==> src/hdl/vms_pkg.sv <==
// Shared types and codes for the vehicle mode supervisor.
// Holds the mode, session, fault and command encodings and the item/state structs.
// No dependencies.
package vms_pkg;

  typedef enum logic [2:0] {
    MOT_BOOT    = 3'd0,
    MOT_IDLE    = 3'd1,
    MOT_REMOTE  = 3'd2,
    MOT_TUNING  = 3'd3,
    MOT_MANUAL  = 3'd4,
    MOT_ARMED   = 3'd5,
    MOT_RUNNING = 3'd6,
    MOT_FAULT   = 3'd7
  } motion_e;

  typedef enum logic [1:0] {
    SES_VIEW   = 2'd0,
    SES_REMOTE = 2'd1,
    SES_TUNING = 2'd2
  } session_e;

  typedef enum logic [2:0] {
    FLT_NONE    = 3'd0,
    FLT_SENSOR  = 3'd1,
    FLT_LINE    = 3'd2,
    FLT_SEND    = 3'd3,
    FLT_INVALID = 3'd4
  } fault_e;

  typedef enum logic [3:0] {
    CMD_REINIT       = 4'd0,
    CMD_FINISH_BOOT  = 4'd1,
    CMD_ENTER_REMOTE = 4'd2,
    CMD_EXIT_REMOTE  = 4'd3,
    CMD_ENTER_TUNING = 4'd4,
    CMD_EXIT_TUNING  = 4'd5,
    CMD_ARM_AUTO     = 4'd6,
    CMD_START_AUTO   = 4'd7,
    CMD_STOP         = 4'd8,
    CMD_CLEAR_FAULT  = 4'd9,
    CMD_ENTER_FAULT  = 4'd10,
    CMD_START_MANUAL = 4'd11,
    CMD_CHECK_EXPIRY = 4'd12,
    CMD_READ         = 4'd13
  } cmd_e;

  typedef struct packed {
    logic [3:0]         command;
    logic [31:0]        now_ms;
    logic [2:0]         fault_code;
    logic signed [15:0] vx;
    logic signed [15:0] vy;
    logic signed [31:0] yaw;
    logic [31:0]        test_len_ms;
  } item_t;

  typedef struct packed {
    motion_e            motion;
    session_e           session;
    fault_e             fault;
    logic [31:0]        entered_ms;
    logic [31:0]        deadline;
    logic signed [15:0] hold_vx;
    logic signed [15:0] hold_vy;
    logic signed [31:0] hold_yaw;
  } state_t;

  typedef struct packed {
    logic   status;
    logic   expired;
    state_t snap;
    logic   bridge_live;
  } result_t;

  localparam state_t STATE_RESET = '{
    motion:     MOT_BOOT,
    session:    SES_VIEW,
    fault:      FLT_NONE,
    entered_ms: 32'd0,
    deadline:   32'd0,
    hold_vx:    16'sd0,
    hold_vy:    16'sd0,
    hold_yaw:   32'sd0
  };

endpackage

==> src/hdl/vms_decide.sv <==
// Transition logic of the vehicle mode supervisor: one command against the current state.
// Produces the next state and the result item. Depends on vms_pkg.
module vms_decide (
  input  vms_pkg::item_t   item_i,
  input  vms_pkg::state_t  state_i,
  output vms_pkg::state_t  state_o,
  output vms_pkg::result_t result_o
);

  vms_pkg::state_t nxt;
  logic            status;
  logic            expired;
  logic [31:0]     since_deadline;
  logic            motion_zero;

  assign since_deadline = item_i.now_ms - state_i.deadline;
  assign motion_zero = (item_i.vx == 16'sd0) && (item_i.vy == 16'sd0) &&
                       (item_i.yaw == 32'sd0);

  always_comb begin
    nxt     = state_i;
    status  = 1'b0;
    expired = 1'b0;
    case (item_i.command)
      vms_pkg::CMD_REINIT: begin
        nxt            = vms_pkg::STATE_RESET;
        nxt.entered_ms = item_i.now_ms;
      end
      vms_pkg::CMD_FINISH_BOOT: begin
        if (state_i.motion == vms_pkg::MOT_BOOT) begin
          nxt.motion     = vms_pkg::MOT_IDLE;
          nxt.session    = vms_pkg::SES_VIEW;
          nxt.fault      = vms_pkg::FLT_NONE;
          nxt.entered_ms = item_i.now_ms;
        end
      end
      vms_pkg::CMD_ENTER_REMOTE: begin
        if ((state_i.motion inside {vms_pkg::MOT_IDLE, vms_pkg::MOT_REMOTE}) &&
            (state_i.session inside {vms_pkg::SES_VIEW, vms_pkg::SES_REMOTE})) begin
          nxt.motion     = vms_pkg::MOT_REMOTE;
          nxt.session    = vms_pkg::SES_REMOTE;
          nxt.fault      = vms_pkg::FLT_NONE;
          nxt.entered_ms = item_i.now_ms;
        end else begin
          status = 1'b1;
        end
      end
      vms_pkg::CMD_EXIT_REMOTE: begin
        if (state_i.motion == vms_pkg::MOT_IDLE && state_i.session == vms_pkg::SES_VIEW) begin
          // already out: hold everything
        end else if (state_i.motion == vms_pkg::MOT_REMOTE &&
                     state_i.session == vms_pkg::SES_REMOTE) begin
          nxt.motion     = vms_pkg::MOT_IDLE;
          nxt.session    = vms_pkg::SES_VIEW;
          nxt.fault      = vms_pkg::FLT_NONE;
          nxt.entered_ms = item_i.now_ms;
        end else begin
          status = 1'b1;
        end
      end
      vms_pkg::CMD_ENTER_TUNING: begin
        if (state_i.motion inside {vms_pkg::MOT_IDLE, vms_pkg::MOT_TUNING}) begin
          nxt            = vms_pkg::STATE_RESET;
          nxt.motion     = vms_pkg::MOT_TUNING;
          nxt.session    = vms_pkg::SES_TUNING;
          nxt.entered_ms = item_i.now_ms;
        end else begin
          status = 1'b1;
        end
      end
      vms_pkg::CMD_EXIT_TUNING: begin
        if (state_i.session == vms_pkg::SES_TUNING) begin
          nxt            = vms_pkg::STATE_RESET;
          nxt.motion     = vms_pkg::MOT_IDLE;
          nxt.entered_ms = item_i.now_ms;
        end else begin
          status = 1'b1;
        end
      end
      vms_pkg::CMD_ARM_AUTO: begin
        if (state_i.motion == vms_pkg::MOT_IDLE && state_i.session == vms_pkg::SES_VIEW) begin
          nxt.motion     = vms_pkg::MOT_ARMED;
          nxt.session    = vms_pkg::SES_VIEW;
          nxt.fault      = vms_pkg::FLT_NONE;
          nxt.entered_ms = item_i.now_ms;
        end else begin
          status = 1'b1;
        end
      end
      vms_pkg::CMD_START_AUTO: begin
        if (state_i.motion == vms_pkg::MOT_ARMED) begin
          nxt.motion     = vms_pkg::MOT_RUNNING;
          nxt.session    = vms_pkg::SES_VIEW;
          nxt.fault      = vms_pkg::FLT_NONE;
          nxt.entered_ms = item_i.now_ms;
        end else begin
          status = 1'b1;
        end
      end
      vms_pkg::CMD_STOP: begin
        nxt            = vms_pkg::STATE_RESET;
        nxt.motion     = vms_pkg::MOT_IDLE;
        nxt.entered_ms = item_i.now_ms;
      end
      vms_pkg::CMD_CLEAR_FAULT: begin
        if (state_i.motion == vms_pkg::MOT_FAULT) begin
          nxt            = vms_pkg::STATE_RESET;
          nxt.motion     = vms_pkg::MOT_IDLE;
          nxt.entered_ms = item_i.now_ms;
        end else begin
          status = 1'b1;
        end
      end
      vms_pkg::CMD_ENTER_FAULT: begin
        nxt            = vms_pkg::STATE_RESET;
        nxt.motion     = vms_pkg::MOT_FAULT;
        nxt.entered_ms = item_i.now_ms;
        // map none and unknown codes to the invalid reason
        if (item_i.fault_code inside {vms_pkg::FLT_SENSOR, vms_pkg::FLT_LINE,
                                      vms_pkg::FLT_SEND}) begin
          nxt.fault = vms_pkg::fault_e'(item_i.fault_code);
        end else begin
          nxt.fault = vms_pkg::FLT_INVALID;
        end
      end
      vms_pkg::CMD_START_MANUAL: begin
        if (state_i.motion == vms_pkg::MOT_TUNING && state_i.session == vms_pkg::SES_TUNING) begin
          nxt.hold_vx    = item_i.vx;
          nxt.hold_vy    = item_i.vy;
          nxt.hold_yaw   = item_i.yaw;
          nxt.session    = vms_pkg::SES_TUNING;
          nxt.fault      = vms_pkg::FLT_NONE;
          nxt.entered_ms = item_i.now_ms;
          if (motion_zero) begin
            nxt.deadline = 32'd0;
            nxt.motion   = vms_pkg::MOT_TUNING;
          end else begin
            nxt.deadline = item_i.now_ms + item_i.test_len_ms;
            nxt.motion   = vms_pkg::MOT_MANUAL;
          end
        end else begin
          status = 1'b1;
        end
      end
      vms_pkg::CMD_CHECK_EXPIRY: begin
        // signed wrap compare: expired once now has reached the deadline
        if (state_i.motion == vms_pkg::MOT_MANUAL && state_i.deadline != 32'd0 &&
            !since_deadline[31]) begin
          nxt            = vms_pkg::STATE_RESET;
          nxt.motion     = vms_pkg::MOT_TUNING;
          nxt.session    = vms_pkg::SES_TUNING;
          nxt.entered_ms = item_i.now_ms;
          expired        = 1'b1;
        end
      end
      default: begin
        // read and unused codes: hold state
      end
    endcase
  end

  assign state_o              = nxt;
  assign result_o.status      = status;
  assign result_o.expired     = expired;
  assign result_o.snap        = nxt;
  assign result_o.bridge_live = (nxt.motion == vms_pkg::MOT_REMOTE) &&
                                (nxt.session == vms_pkg::SES_REMOTE);

endmodule

==> src/hdl/vehicle_mode_supervisor.sv <==
// Vehicle mode supervisor: takes one command item per cycle and returns one
// result item carrying a status and a snapshot of the mode state after the
// command. Each item passes the input register, then the result register; the
// throughput is one item per clock unless stalled, set by the combinational
// transition logic between the input register and the result register, which
// also writes the state registers. The input stalls only while a result is
// held by a stalled output and another item waits in the input register.
// Depends on vms_pkg and vms_decide.
module vehicle_mode_supervisor (
  input  logic               clk_i,
  input  logic               rst_ni,
  input  logic               in_valid_i,
  output logic               in_stall_o,
  input  logic [3:0]         command_i,
  input  logic [31:0]        now_ms_i,
  input  logic [2:0]         fault_code_i,
  input  logic signed [15:0] cmd_vx_i,
  input  logic signed [15:0] cmd_vy_i,
  input  logic signed [31:0] cmd_yaw_i,
  input  logic [31:0]        test_len_ms_i,
  output logic               out_valid_o,
  input  logic               out_stall_i,
  output logic               status_o,
  output logic               expired_o,
  output logic [2:0]         motion_mode_o,
  output logic [1:0]         session_mode_o,
  output logic [2:0]         fault_out_o,
  output logic [31:0]        entered_at_ms_o,
  output logic [31:0]        deadline_out_o,
  output logic signed [15:0] held_vx_o,
  output logic signed [15:0] held_vy_o,
  output logic signed [31:0] held_yaw_o,
  output logic               bridge_live_o
);

  vms_pkg::item_t   item_q;
  logic             item_valid_q;
  vms_pkg::state_t  state_q;
  vms_pkg::state_t  state_d;
  vms_pkg::result_t res_q;
  vms_pkg::result_t res_d;
  logic             res_valid_q;
  logic             fire;
  logic             in_accept;

  // advance the held item when the result register is free or draining
  assign fire       = item_valid_q && (!res_valid_q || !out_stall_i);
  assign in_stall_o = item_valid_q && !fire;
  assign in_accept  = in_valid_i && !in_stall_o;

  vms_decide u_decide (
    .item_i   (item_q),
    .state_i  (state_q),
    .state_o  (state_d),
    .result_o (res_d)
  );

  always_ff @(posedge clk_i or negedge rst_ni) begin
    if (!rst_ni) begin
      item_valid_q <= 1'b0;
      res_valid_q  <= 1'b0;
      state_q      <= vms_pkg::STATE_RESET;
    end else begin
      item_valid_q <= in_accept || (item_valid_q && !fire);
      if (fire) begin
        res_valid_q <= 1'b1;
        state_q     <= state_d;
      end else if (!out_stall_i) begin
        res_valid_q <= 1'b0;
      end
    end
  end

  always_ff @(posedge clk_i) begin
    if (in_accept) begin
      item_q.command     <= command_i;
      item_q.now_ms      <= now_ms_i;
      item_q.fault_code  <= fault_code_i;
      item_q.vx          <= cmd_vx_i;
      item_q.vy          <= cmd_vy_i;
      item_q.yaw         <= cmd_yaw_i;
      item_q.test_len_ms <= test_len_ms_i;
    end
    if (fire) begin
      res_q <= res_d;
    end
  end

  assign out_valid_o     = res_valid_q;
  assign status_o        = res_q.status;
  assign expired_o       = res_q.expired;
  assign motion_mode_o   = res_q.snap.motion;
  assign session_mode_o  = res_q.snap.session;
  assign fault_out_o     = res_q.snap.fault;
  assign entered_at_ms_o = res_q.snap.entered_ms;
  assign deadline_out_o  = res_q.snap.deadline;
  assign held_vx_o       = res_q.snap.hold_vx;
  assign held_vy_o       = res_q.snap.hold_vy;
  assign held_yaw_o      = res_q.snap.hold_yaw;
  assign bridge_live_o   = res_q.bridge_live;

endmodule

==> config.mk <==
export PLATFORM = sky130hd
export DESIGN_NAME = vehicle_mode_supervisor
export DESIGN_NICKNAME = d
export VERILOG_FILES = /design/src/hdl/vms_pkg.sv /design/src/hdl/vms_decide.sv /design/src/hdl/vehicle_mode_supervisor.sv
export SDC_FILE = /design/constraint.sdc
export NUM_CORES = 1
export LEC_CHECK = 0
export BUFFER_PORTS_ARGS = -buffer_cell sky130_fd_sc_hd__buf_2
export CORE_ASPECT_RATIO = 1.5
export CORE_MARGIN = 2
export CORE_UTILIZATION = 58
export DETAILED_ROUTE_END_ITERATION = 16
export HOLD_SLACK_MARGIN = 0.1
export PLACE_DENSITY = 0.8
export SLEW_MARGIN = 30
export SYNTH_ARGS = -nofsm -noshare
export SYNTH_HDL_FRONTEND = slang
export SYNTH_HIERARCHICAL = 1
export SYNTH_SLANG_ARGS = --single-unit
==> constraint.sdc <==
create_clock -name clk_i -period 6.15 [get_ports clk_i]
set_clock_uncertainty 0.2 [all_clocks]
set_input_delay 0.3075 -clock clk_i [delete_from_list [all_inputs] [get_ports clk_i]]
set_output_delay 0.3075 -clock clk_i [all_outputs]
set_load 0.02 [all_outputs]
==> metrics.md <==
| Metric | Value |
|---|---|
| Period minus WS final | `4.049 ns` |
| Clock Root Buffer | `clkbuf_16` |
| Setup Viol. Count Final | `0` |
| Starting Density | `59.08%` |
| EDFF count, synth | `274` |
| Drt drc | `0` |
| Kind of critical path | `flop to flop` |
| Syn Std Cell Area | `20,250 um^2` |
| Simple-gate share of the synthesized area | `5.963%` |
| Core footprint | `34,270 um^2` |
| Mux contribution to synthesized area | `10.12%` |
| Worst EP arrival | `4.33 ns` |
| Vias in the first global route | `14,156` |
| Ranking of synthesized cells by area | `edfxtp_1 (41%), dfrtp_1 (17%), mux2_4 (9.6%)` |
| GPL Wtd Cong | `0.9122` |
| Final Hold Viols | `0` |
| CP Launch Type | `flop` |
| Critical Path RT | `6.43 ns` |
| Yosys top cell by area | `edfxtp_1` |
| Share of the synthesized area in the top cell type | `40.64%` |
| Routed Wire Length | `50.99 mm` |
| Asr flop ratio synth | `33.50%` |
| DR vias | `13,475` |
| Worst vdd ir | `244.9 uV` |
| Clk sinks | `412` |
| Final nets | `1,975` |
| Slew HR | `30.53%` |
| Leak Pwr | `10.03 nW` |
| Reg area | `11,680 um^2` |
| Synth cell types | `79` |
| Total CTS buffers | `40` |
| Placed Cells | `2,017` |
| Clock Path Buffers | `3` |
| Status | `complete, no violations` |
| Fill cell count | `2,293` |
| Port bufs | `279` |
| Worst r2r src | `item_q[117]$_DFFE_PP_` |
| Largest net degree at the start of global routing | `143` |
| Worst setup path end | `state_q[120]$_DFFE_PN0P_` |
| Fmax | `247.0 MHz` |
| First DRT Iteration DRCs | `991` |
| Power per Cell Area | `315.7 nW/um^2` |
| Synth Area in Adders | `3.868%` |
| Area growth syn-to-layout | `16.54%` |
| Compound-Gate Fraction of Synth Area | `12.66%` |
| Worst Tran Pin Value | `1.042 ns` |
| CP max FO | `20` |
| Main synth FF type | `edfxtp_1` |
| Seq/Total Area, Yosys | `57.69%` |
| Unrepaired setup endpoints after global routing | `false` |
| RR Endpoint | `state_q[120]$_DFFE_PN0P_` |
| Layout cells sized above 1 | `28.57%` |
| Setup TNS | `0 ns` |
| DR WL/cell | `22.85 um` |
| DIE WIDTH | `156.6 um` |
| Row count | `83` |
| DPL Wire Length | `32.11 mm` |
| PostCTS Resize Cnt | `0` |
| Hold Path Class | `input port to asynchronous set/reset pin` |
| Fin cells | `2,231` |
| Crit. Startpoint | `item_q[117]$_DFFE_PP_` |
| Initial antenna violation count | `0` |
| Max-cap viol count | `0` |
| Vias/cell | `6.040` |
| First-pass iteration count of the detailed router | `6` |
| Clock-pin transition on the worst setup and hold timing paths | `0.06 ns` |
| IO Count | `280` |
| FF-to-FF path depth | `11` |
| Skew-Pair Late Insertion Delay | `0.55 ns` |
| CTS tree | `done` |
| Gate Count Post-Synth | `1,500` |
| Syn Nets | `1,701` |
| Routed Antenna Nets | `0` |
| CP endpoint kind | `flop` |
| Setup Fix Bufs, Post-CTS | `0` |
| GR Overflow Total | `0` |
| GRT Util Overall | `28.04%` |
| Fin crit share | `65.84%` |
| Wire length of the first global-routing pass | `78.49 mm` |
| XOR/XNOR Fraction of Synth Area | `1.254%` |
| Multi-input logic area | `6887 um^2` |
| Ant. Diodes | `0` |
| H-tree levels | `2` |
| Syn avg cell area | `13.50 um^2` |
| Yosys reg bits | `412` |
| Synth warnings | `6` |
| Max-slew violation count | `0` |
| Reg2Reg Setup Slack | `2.10 ns` |
| Die ar. | `36,450 um^2` |
| Largest family of logic cells by synthesized area | `compound AO/OA/AOI/OAI gates` |
| Die height | `232.8 um` |
==> what timing repair did <==
action / CTS / global route
hold buffers: 139 / 0
endpoints found under the setup margin: 0 / 0
endpoints found under the hold margin: 229 / 0
==> flip-flops by register name, indices dropped and copies added, names as in the netlist <==
signal	count
motion_mode_o	3
held_vx_o	16
fault_out_o	3
state_q	136
status_o	1
held_yaw_o	32
entered_at_ms_o	32
deadline_out_o	32
bridge_live_o	1
held_vy_o	16
expired_o	1
item_valid_q	1
session_mode_o	2
item_q	135
out_valid_o	1
==> worst min path at each step <==
stage                              endpoint  depth (start not counted)           from
finish              state_q[16]$_DFFE_PN0P_                          2         rst_ni
global route           item_q[42]$_DFFE_PP_                          2  cmd_yaw_i[10]
CTS                 state_q[18]$_DFFE_PN0P_                          2         rst_ni
detailed placement  state_q[16]$_DFFE_PN0P_                          1         rst_ni
global placement    state_q[16]$_DFFE_PN0P_                          1         rst_ni
floorplan            item_valid_q$_DFF_PN0_                          0         rst_ni
==> critical path: stages, from the launching register on <==
cell and delay, ns:
edfxtp_1 0.54, ha_1 0.37, a21oi_1 0.15, o21ai_0 0.15, a221oi_1 0.35, o21ai_0 0.16, a21oi_1 0.18, xnor2_1 0.16
a22oi_2 0.85, buf_4 0.41, a221o_1 0.27, mux2_2 0.17
==> metal layers <==
| layer | GRT usage (%) | wire length (um) |
|---|---|---|
| met1 | 33.16 | 18580 |
| met2 | 49.57 | 26450 |
| met3 | 4.228 | 3284 |
| met4 | 13.99 | 2671 |
| met5 | 0 | 0 |
==> cell usage in the layout (no fill, tap or decap), types with 6 or more instances in the layout <==
cell type,instances
ha_1,61
buf_2,278
inv_1,43
o22ai_1,16
nand2b_1,8
xnor2_1,15
mux2_4,129
a31oi_1,6
xor2_1,14
clkbuf_16,41
buf_4,12
o21ai_0,78
and3_1,9
mux2_2,9
o31ai_1,17
nor2_1,41
nand3_1,13
o21bai_1,6
edfxtp_1,274
bufinv_16,6
a221o_1,16
a22o_1,69
o21a_1,24
a21o_1,12
dfrtp_1,138
nand4_1,8
nand2_1,89
nor4_1,28
a21oi_1,70
nor3_1,15
dlygate4sd3_1,139
clkbuf_1,8
o211ai_1,7
==> report_power, final <==
part | switching (mW) | internal [mW]
registers | 0.223 | 3.28
clock network | 1.06 | 1.54
logic | 0.764 | 0.572
==> stage by stage <==
stage          util [%]  hold slack [ns]  worst slack (ns)  area [um^2]  total power [mW]
3_5_place_dp      60.64           0.2290             2.090        20780             4.784
4_1_cts           68.75           0.2451             2.119        23560             7.457
6_report          68.85           0.1825             2.101        23600             7.448
5_1_grt           68.85           0.2566             1.852        23600             7.711
3_3_place_gp      60.61           0.2349             2.217        20770             4.745
2_1_floorplan         -          -0.1881             1.696        20250             4.519
==> cells by family (layout without fill, tap and decap cells) <==
logic type	Yosys count	in the layout
AO/OA/AOI/OAI	368	368
XOR/XNOR	29	29
adder cells (fa/ha/maj)	62	62
buffers and inverters	245	551
flip-flops	412	412
multiplexers	139	139
AND/OR/NAND/NOR	245	245
==> final cells by class <==
type	count	area share, %
multi-input cells	843	29.18
flip-flops and latches	412	49.50
clock inverters	20	1.108
well taps	425	2.254
clock buffers	54	4.767
repair buffers	433	12.47
inverters	44	0.7105
==> Yosys cell counts, types with 8 or more instances <==
cell      number
and3_1         9
a22o_1        69
nor4_1        28
nor3_1        16
a221o_1       16
nand2b_1       8
xor2_1        14
inv_1         43
nand4_1        8
edfxtp_1     274
o31ai_1       17
o21a_1        24
nand2_1       89
dfrtp_1      138
xnor2_1       15
clkbuf_1      30
nand3_1       13
buf_2         12
ha_1          61
mux2_2         9
mux2_4       129
buf_4        139
nor2_1        42
a21oi_1       70
o22ai_1       16
buf_12        14
a21o_1        12
o21ai_0       78
Power figures use the tool's default switching activity.
